$ cat src/hw/rtl/ccss_pkg.sv
// Package: shared types and constants for the constant-current soft-start regulator
`default_nettype none
package ccss_pkg;

  localparam logic [7:0]  DUTY_TOP    = 8'd255;
  localparam logic [7:0]  DUTY_MIN    = 8'd0;
  localparam logic [11:0] CURRENT_MAX = 12'd4095;
  localparam logic [6:0]  PCT_FULL    = 7'd100;
  localparam logic [19:0] PCT_SCALE   = 20'd100;

  localparam int CFG_IDX_W  = 3;
  localparam int CFG_DATA_W = 15;

  typedef enum logic [1:0] {
    MODE_SOFT = 2'd0,
    MODE_ON   = 2'd1,
    MODE_SNUB = 2'd2
  } mode_t;

  typedef enum logic [CFG_IDX_W-1:0] {
    CFG_TARGET_CURRENT     = 3'd0,
    CFG_RIPPLE_LIMIT       = 3'd1,
    CFG_SOFT_STEP_CURRENT  = 3'd2,
    CFG_SOFT_PERIOD        = 3'd3,
    CFG_SNUB_PERCENT       = 3'd4,
    CFG_VOLTAGE_LIMIT      = 3'd5,
    CFG_VOLTAGE_HYSTERESIS = 3'd6
  } cfg_idx_t;

  typedef struct packed {
    logic [11:0] measured_current;
    logic [14:0] measured_voltage;
    logic        output_enable;
    logic        cv_snubbing;
    logic [15:0] time_ticks;
  } req_t;

endpackage
`default_nettype wire

$ cat src/hw/rtl/ccss_req_if.sv
// Interface: request channel carrying one regulation tick
`default_nettype none
interface ccss_req_if;
  logic        valid;
  logic        ready;
  logic [11:0] measured_current;
  logic [14:0] measured_voltage;
  logic        output_enable;
  logic        cv_snubbing;
  logic [15:0] time_ticks;

  modport source (
    output valid, measured_current, measured_voltage, output_enable, cv_snubbing, time_ticks,
    input  ready
  );
  modport sink (
    input  valid, measured_current, measured_voltage, output_enable, cv_snubbing, time_ticks,
    output ready
  );
endinterface
`default_nettype wire

$ cat src/hw/rtl/ccss_rsp_if.sv
// Interface: response channel carrying duty, mode and flags of one tick
`default_nettype none
interface ccss_rsp_if;
  logic       valid;
  logic       ready;
  logic [7:0] duty_value;
  logic [1:0] regulator_mode;
  logic       error_flag;
  logic       cv_handoff;

  modport source (
    output valid, duty_value, regulator_mode, error_flag, cv_handoff,
    input  ready
  );
  modport sink (
    input  valid, duty_value, regulator_mode, error_flag, cv_handoff,
    output ready
  );
endinterface
`default_nettype wire

$ cat src/hw/rtl/constant_current_softstart_regulator.sv
// Top level: constant-current soft-start regulator with input and result registers
// Path: an accepted request is held in the input register; its duty, mode and
//   flags are then registered in the result register, which drives the response.
// Throughput: one request per cycle while responses are taken; an empty input
//   register takes a new request while a response waits in the result register.
// Reset (rst, synchronous): clears both stages, loads the register defaults,
//   duty 0, soft start mode, error 0, last current at full scale, last step time 0.
`default_nettype none
module constant_current_softstart_regulator
  import ccss_pkg::*;
(
  input  wire logic                  clk,
  input  wire logic                  rst,
  input  wire logic                  cfg_we,
  input  wire logic [CFG_IDX_W-1:0]  cfg_index,
  input  wire logic [CFG_DATA_W-1:0] cfg_data,
  ccss_req_if.sink                   req,
  ccss_rsp_if.source                 rsp
);

  logic [11:0] target_current;
  logic [11:0] ripple_limit;
  logic [11:0] soft_step_current;
  logic [7:0]  soft_period;
  logic [6:0]  snub_percent;
  logic [14:0] voltage_limit;
  logic [11:0] voltage_hysteresis;

  logic  s1_valid;
  req_t  s1;

  logic [7:0]  duty;
  mode_t       mode;
  logic        error;
  logic [11:0] last_current;
  logic [15:0] last_soft_time;

  logic [7:0]  duty_next;
  mode_t       mode_next;
  logic        error_next;
  logic [11:0] last_current_next;
  logic [15:0] last_soft_time_next;
  logic        handoff_next;

  logic        out_valid;
  logic [7:0]  out_duty;
  mode_t       out_mode;
  logic        out_error;
  logic        out_handoff;

  logic advance;
  logic out_free;

  logic        trip;
  logic        volt_high;
  logic [6:0]  pct_clamped;
  logic [18:0] snub_product;
  logic [19:0] snub_lhs;
  logic        snub_exit;
  logic [15:0] elapsed;
  logic        period_done;
  logic        rise_ok;

  assign out_free  = !out_valid || rsp.ready;
  assign advance   = s1_valid && out_free;
  assign req.ready = !s1_valid || out_free;

  always_ff @(posedge clk) begin
    if (rst) begin
      target_current     <= 12'd20;
      ripple_limit       <= 12'd1000;
      soft_step_current  <= 12'd1;
      soft_period        <= 8'd5;
      snub_percent       <= 7'd3;
      voltage_limit      <= 15'd5000;
      voltage_hysteresis <= 12'd0;
    end else if (cfg_we) begin
      case (cfg_index)
        CFG_TARGET_CURRENT:     target_current     <= cfg_data[11:0];
        CFG_RIPPLE_LIMIT:       ripple_limit       <= cfg_data[11:0];
        CFG_SOFT_STEP_CURRENT:  soft_step_current  <= cfg_data[11:0];
        CFG_SOFT_PERIOD:        soft_period        <= cfg_data[7:0];
        CFG_SNUB_PERCENT:       snub_percent       <= cfg_data[6:0];
        CFG_VOLTAGE_LIMIT:      voltage_limit      <= cfg_data[14:0];
        CFG_VOLTAGE_HYSTERESIS: voltage_hysteresis <= cfg_data[11:0];
        default: ;
      endcase
    end
  end

  always_ff @(posedge clk) begin
    if (rst) begin
      s1_valid <= 1'b0;
    end else if (req.ready) begin
      s1_valid <= req.valid;
    end
  end

  always_ff @(posedge clk) begin
    if (req.valid && req.ready) begin
      s1.measured_current <= req.measured_current;
      s1.measured_voltage <= req.measured_voltage;
      s1.output_enable    <= req.output_enable;
      s1.cv_snubbing      <= req.cv_snubbing;
      s1.time_ticks       <= req.time_ticks;
    end
  end

  assign trip = (mode == MODE_ON) &&
                ({1'b0, s1.measured_current} > ({1'b0, target_current} + {1'b0, ripple_limit}));
  assign volt_high = ({1'b0, s1.measured_voltage} >=
                      ({1'b0, voltage_limit} + {4'b0, voltage_hysteresis}));
  assign pct_clamped  = (snub_percent > PCT_FULL) ? PCT_FULL : snub_percent;
  assign snub_product = {7'b0, target_current} * {12'b0, PCT_FULL - pct_clamped};
  assign snub_lhs     = ({8'b0, s1.measured_current} + 20'd1) * PCT_SCALE;
  assign snub_exit    = snub_lhs <= {1'b0, snub_product};
  assign elapsed      = s1.time_ticks - last_soft_time;
  assign period_done  = elapsed >= {8'b0, soft_period};
  assign rise_ok      = {1'b0, s1.measured_current} <=
                        ({1'b0, last_current} + {1'b0, soft_step_current});

  always_comb begin
    logic cont;
    duty_next           = duty;
    mode_next           = mode;
    error_next          = error;
    last_current_next   = last_current;
    last_soft_time_next = last_soft_time;
    handoff_next        = 1'b0;
    cont                = 1'b0;

    if (trip) begin
      duty_next  = DUTY_MIN;
      mode_next  = MODE_SNUB;
      error_next = 1'b1;
    end

    if (s1.output_enable) begin
      if (volt_high || s1.cv_snubbing) begin
        handoff_next = 1'b1;
      end else begin
        cont = 1'b1;
        if (mode_next == MODE_SNUB) begin
          if (snub_exit) begin
            if (snub_percent == 7'd0) begin
              mode_next  = MODE_ON;
              error_next = 1'b0;
            end else begin
              duty_next = DUTY_MIN;
              mode_next = MODE_SOFT;
            end
          end else begin
            cont = 1'b0;
          end
        end

        if (cont) begin
          if (s1.measured_current < target_current && duty_next < DUTY_TOP) begin
            if (mode_next == MODE_SOFT) begin
              if (period_done) begin
                last_soft_time_next = s1.time_ticks;
                if (rise_ok) begin
                  duty_next = duty_next + 8'd1;
                end
              end
            end else begin
              duty_next = duty_next + 8'd1;
            end
          end else if (s1.measured_current > target_current && duty_next > DUTY_MIN) begin
            duty_next = duty_next - 8'd1;
            if (mode_next == MODE_SOFT) begin
              mode_next  = MODE_ON;
              error_next = 1'b0;
            end
          end

          if (s1.measured_current >= target_current || duty_next == DUTY_TOP) begin
            if (mode_next == MODE_SOFT) begin
              mode_next  = MODE_ON;
              error_next = 1'b0;
            end
          end

          last_current_next = s1.measured_current;
        end
      end
    end
  end

  always_ff @(posedge clk) begin
    if (rst) begin
      duty           <= DUTY_MIN;
      mode           <= MODE_SOFT;
      error          <= 1'b0;
      last_current   <= CURRENT_MAX;
      last_soft_time <= 16'd0;
    end else if (advance) begin
      duty           <= duty_next;
      mode           <= mode_next;
      error          <= error_next;
      last_current   <= last_current_next;
      last_soft_time <= last_soft_time_next;
    end
  end

  always_ff @(posedge clk) begin
    if (rst) begin
      out_valid <= 1'b0;
    end else if (out_free) begin
      out_valid <= s1_valid;
    end
  end

  always_ff @(posedge clk) begin
    if (advance) begin
      out_duty    <= duty_next;
      out_mode    <= mode_next;
      out_error   <= error_next;
      out_handoff <= handoff_next;
    end
  end

  assign rsp.valid          = out_valid;
  assign rsp.duty_value     = out_duty;
  assign rsp.regulator_mode = out_mode;
  assign rsp.error_flag     = out_error;
  assign rsp.cv_handoff     = out_handoff;

`ifndef ASSERT_OFF
  a_duty_step: assert property (@(posedge clk) disable iff (rst)
    advance |=> (duty == $past(duty) || duty == $past(duty) + 8'd1 ||
                 duty == $past(duty) - 8'd1 || duty == DUTY_MIN))
    else $error("duty moved by more than one step");

  a_error_rise: assert property (@(posedge clk) disable iff (rst)
    $rose(error) |-> mode == MODE_SNUB)
    else $error("error flag set outside snub");

  a_snub_duty: assert property (@(posedge clk) disable iff (rst)
    mode == MODE_SNUB |-> duty == DUTY_MIN)
    else $error("nonzero duty in snub");

  a_hold_state: assert property (@(posedge clk) disable iff (rst)
    !$past(advance) && !$past(rst) |-> $stable(duty) && $stable(mode) && $stable(last_soft_time))
    else $error("state changed without a request");
`endif

endmodule
`default_nettype wire
$ cat src/flat_wrapper.sv
// flat-port wrapper written by rule: the top's interface ports become plain ports
module constant_current_softstart_regulator_flat import ccss_pkg::*;
  (clk, rst, cfg_we, cfg_index, cfg_data, req_valid, req_measured_current, req_measured_voltage, req_output_enable, req_cv_snubbing, req_time_ticks, req_ready, rsp_valid, rsp_duty_value, rsp_regulator_mode, rsp_error_flag, rsp_cv_handoff, rsp_ready);
  ccss_req_if req_i ();
  ccss_rsp_if rsp_i ();
  input  wire logic clk;
  input  wire logic rst;
  input  wire logic cfg_we;
  input  wire logic [CFG_IDX_W-1:0] cfg_index;
  input  wire logic [CFG_DATA_W-1:0] cfg_data;
  input wire logic [$bits(req_i.valid)-1:0] req_valid;
  input wire logic [$bits(req_i.measured_current)-1:0] req_measured_current;
  input wire logic [$bits(req_i.measured_voltage)-1:0] req_measured_voltage;
  input wire logic [$bits(req_i.output_enable)-1:0] req_output_enable;
  input wire logic [$bits(req_i.cv_snubbing)-1:0] req_cv_snubbing;
  input wire logic [$bits(req_i.time_ticks)-1:0] req_time_ticks;
  output wire logic [$bits(req_i.ready)-1:0] req_ready;
  output wire logic [$bits(rsp_i.valid)-1:0] rsp_valid;
  output wire logic [$bits(rsp_i.duty_value)-1:0] rsp_duty_value;
  output wire logic [$bits(rsp_i.regulator_mode)-1:0] rsp_regulator_mode;
  output wire logic [$bits(rsp_i.error_flag)-1:0] rsp_error_flag;
  output wire logic [$bits(rsp_i.cv_handoff)-1:0] rsp_cv_handoff;
  input wire logic [$bits(rsp_i.ready)-1:0] rsp_ready;
  assign req_i.valid = req_valid;
  assign req_i.measured_current = req_measured_current;
  assign req_i.measured_voltage = req_measured_voltage;
  assign req_i.output_enable = req_output_enable;
  assign req_i.cv_snubbing = req_cv_snubbing;
  assign req_i.time_ticks = req_time_ticks;
  assign req_ready = req_i.ready;
  assign rsp_valid = rsp_i.valid;
  assign rsp_duty_value = rsp_i.duty_value;
  assign rsp_regulator_mode = rsp_i.regulator_mode;
  assign rsp_error_flag = rsp_i.error_flag;
  assign rsp_cv_handoff = rsp_i.cv_handoff;
  assign rsp_i.ready = rsp_ready;
  constant_current_softstart_regulator u_core (.clk(clk), .rst(rst), .cfg_we(cfg_we), .cfg_index(cfg_index), .cfg_data(cfg_data), .req(req_i), .rsp(rsp_i));
endmodule
$ cat config.mk
export PLATFORM = sky130hd
export DESIGN_NAME = constant_current_softstart_regulator_flat
export DESIGN_NICKNAME = d
export VERILOG_FILES = /design/src/hw/rtl/ccss_pkg.sv /design/src/hw/rtl/ccss_req_if.sv /design/src/hw/rtl/ccss_rsp_if.sv /design/src/hw/rtl/constant_current_softstart_regulator.sv /design/src/flat_wrapper.sv
export SDC_FILE = /design/constraint.sdc
export NUM_CORES = 1
export LEC_CHECK = 0
export BUFFER_PORTS_ARGS = -buffer_cell sky130_fd_sc_hd__clkbuf_2
export CAP_MARGIN = 25
export CORE_MARGIN = 2
export CORE_UTILIZATION = 50
export CTS_CLUSTER_DIAMETER = 200
export DETAILED_ROUTE_END_ITERATION = 10
export PLACE_DENSITY_LB_ADDON = 0.1
export SLEW_MARGIN = 20
export SYNTH_ARGS = -nofsm -noshare
export SYNTH_HDL_FRONTEND = slang
export SYNTH_SLANG_ARGS = --single-unit
$ cat constraint.sdc
create_clock -name clk -period 11.49 [get_ports clk]
set_input_delay 1.7235 -clock clk [delete_from_list [all_inputs] [get_ports clk]]
set_output_delay 1.7235 -clock clk [all_outputs]
set_load 0.005 [all_outputs]
==> out/qor.yml <==
cp.arrival_ns: 10.82
path_delay_family: "compound AO/OA/AOI/OAI gates"
fin_worst_skew_ns: 0.01329
hold_class: "register to register"
yosys.area.top_type_share_pct: 17.67
antenna_found_initial: 0
synth_cell_types: 75
path_class: "register to register"
portBuffers: 81
fmax_mhz: 94.02
nets: 2124
post-route-drc-count: 0
grt_pass1_vias: 11769
crit_slowest_cell: "fa_1"
yosys_most_used_dff: "dfxtp_1"
gp_congestion: 0.8981
layout_setup_ws_ns: 0.8542
grt_pass1_wl_mm: 58.52
place_inst: 2154
routed.top_layer: "met4"
io_pins: 82
h-tree-depth: 4
ant_nets: 0
diodes: 0
tightest_slew_ns: 0.9317
postCtsHoldBufs: 0
dieArea_um2: 31280
drive_above_1_share_pct: 8.737
min_period_ns: 10.64
crit_buf_inv: 5
clkTransAtPathRegs_ns: 0.07
status: "completed"
async_flop_share_pct: 0
whs_ns: 0.4588
r2r_start: "u_core.snub_percent[2]$_SDFFE_PP0P_"
cts_tree: "yes"
switching_power_uw: 612.3
swShare_pct: 33.05
fillers: 2701
p_clk_share_pct: 31.8
synth_area_leader_cell: "ha_1"
ctsRootBufferMaster: "clkbuf_16"
place_hpwl_mm: 27.53
drt_iter0_drc: 635
power_density_nw_per_um2: 113.1
cp-startpoint: "u_core.snub_percent[2]$_SDFFE_PP0P_"
leakage_uw: 0.007396
setup_viol: 0
slowest_delay_ns: 0.55
cts-buffers-inserted: 17
place_ws_ns: 0.4078
ys_ff_latch: 176
wl_met3_mm: 1.458
synth_edf_count: 57
track_usage_pct: 23.42
gr-total-overflow: 0
pwr-share-comb_pct: 31.0
cp_max_fo: 12
start_util_pct: 50.55
die_x_um: 176.9
first_pass_iters: 5
fin_crit_sh_pct: 92.57
finalNonFillerCells: 2187
final_util_pct: 55.42
met2_length_mm: 16.49
rows: 63
grt_max_degree: 91
cts_sinks: 176
wirelength_mm: 35.46
die_h_um: 176.9
critPathLaunchType: "register"
hp-start: "u_core.soft_period[5]$_SDFFE_PP0P_"
m1WireLength_mm: 16.76
syn-num-nets: 2058
syn_area_um2: 14940
cts_max_path_buffers: 2
avgRoutedWirePerCell_um: 16.21
syn_inst: 1718
vias_per_cell: 5.467
ir_worst_vdd_mv: 0.09549
clock_latency_ns: 0.44
max-slew-margin-rel_pct: 37.88
cp-end-kind: "register"
finalHoldViolCount: 0
required_ns: 11.67
internal-power_uw: 1240
num_vias: 11956
pwr-share-seq_pct: 37.2
maxCapViolCount: 0
syn_area_per_cell_um2: 8.698
syn_to_final_growth_pct: 9.621
slew_viol_final: 0
core_um2: 29560
synth-seq-area-share_pct: 27.40
yosys_warnings: 0
synthTopCellsByArea: "ha_1 18%, dfxtp_1 16%, edfxtp_1 11%"
-- area by class of cell --
class	instances	area, um2	share of cell area [%]
clock inverter	14	157.7	0.9624
timing repair buffer	94	518.0	3.162
tap	390	488.0	2.979
multi-input combinational	1337	10090	61.60
clock buffer	18	439.2	2.681
sequential	176	4095	25.00
inverter	158	593.1	3.621
-- sequential cells by signal, summed over array words and instances, names as in the netlist, 12 cells and up --
name,flops
u_core.soft_step_current,12
u_core.last_soft_time,16
u_core.s1,45
u_core.last_current,12
u_core.voltage_hysteresis,12
u_core.voltage_limit,15
u_core.target_current,12
u_core.ripple_limit,12
-- cell usage in the layout, fill, tap and decap left out, types with 5 or more instances in the layout --
master	count
a2111oi_0	5
a211o_1	20
a211oi_1	9
a21boi_0	8
a21o_1	38
a21oi_1	146
and2_1	51
and3_1	12
buf_4	13
clkbuf_16	17
clkbuf_2	80
dfxtp_1	118
edfxtp_1	57
fa_1	61
ha_1	211
inv_1	156
mux2i_1	30
nand2_1	234
nand2b_1	28
nand3_1	43
nand3b_1	17
nand4_1	14
nor2_1	103
nor2b_1	37
nor3_1	18
nor4_1	11
o211a_1	5
o211ai_1	7
o21a_1	13
o21ai_0	55
o21bai_1	10
o41ai_1	5
or3_1	7
xnor2_1	43
xor2_1	32
-- routing by layer --
layer	GRT usage (%)	vias up
met4	7.059	0
li1	-	6089
met1	31.31	5592
met5	0	-
met3	3.694	42
met2	39.03	233
-- per-stage QoR --
step	cell area (um2)	total power [uW]	setup TNS (ns)
finish	16380	1853	0
global route	16380	1978	-0.06949
CTS	16350	1867	0
detailed placement	15760	1272	0
global placement	15740	1263	0
floorplan	14940	1129	0
-- power by group through the flow --
stage / logic, uW / registers, uW / clock network [uW]
after floorplan: 436 / 693 / 0
after global placement: 560 / 703 / 0
after detailed placement: 569 / 703 / 0
after CTS: 574 / 689 / 604
after global routing: 658 / 692 / 628
final: 574 / 689 / 590
-- path summary, 6_finish.rpt --
check	slack (ns)	cells past startpoint	endpoint
worst max register to register	0.85	47	u_core.rsp.error_flag$_DFFE_PP_
worst min register to register	0.46	2	u_core.soft_period[5]$_SDFFE_PP0P_
worst max-delay path	0.85	47	u_core.rsp.error_flag$_DFFE_PP_
worst min-delay path	0.46	2	u_core.soft_period[5]$_SDFFE_PP0P_
-- cell families (layout without fill, tap and decap cells) --
family / after synthesis / in the layout / synth area share [%]
AND/OR/NAND/NOR: 591 / 591 / 18.91
AO/OA/AOI/OAI: 367 / 367 / 16.04
adder cells (fa/ha/maj): 272 / 272 / 25.84
buffers and inverters: 205 / 284 / 5.258
flip-flops: 176 / 176 / 27.40
XOR/XNOR: 75 / 75 / 4.396
multiplexers: 32 / 32 / 2.160
-- synthesized netlist by cell type, drive strengths merged, types with 6 or more instances --
library cell and n:
o211ai 8, nand4 15, ha 211, a21o 40
o21bai 10, xnor2 43, xor2 32, a211oi 10
clkbuf 40, buf 7, nor2b 37, nor2 103
and2 53, nand3b 17, a21boi 10, o21ai 57
a21oi 149, nand2 235, nand3 43, or3 8
and3 12, nor4 11, nand2b 28, o21a 13
a2111oi 7, a211o 20, mux2i 30, fa 61
o41ai 6, dfxtp 119, nor3 18, inv 157
edfxtp 57
-- worst reg2reg max path: cells and delay by family (launching register included) --
kind	cells	cell delay (ns)
compound gates	21	4.80
fa+ha+maj	8	3.09
flops	1	0.36
buf+inv	5	0.33
xor+xnor	2	0.34
simple gates	11	1.49
-- timing repair --
item                                   in CTS  in global routing
endpoints found under the hold margin       0                  0
gates resized for setup                     0                  7
setup endpoints to repair                   0                 10
buffers inserted                            0                  1
Power figures use the tool's default switching activity.
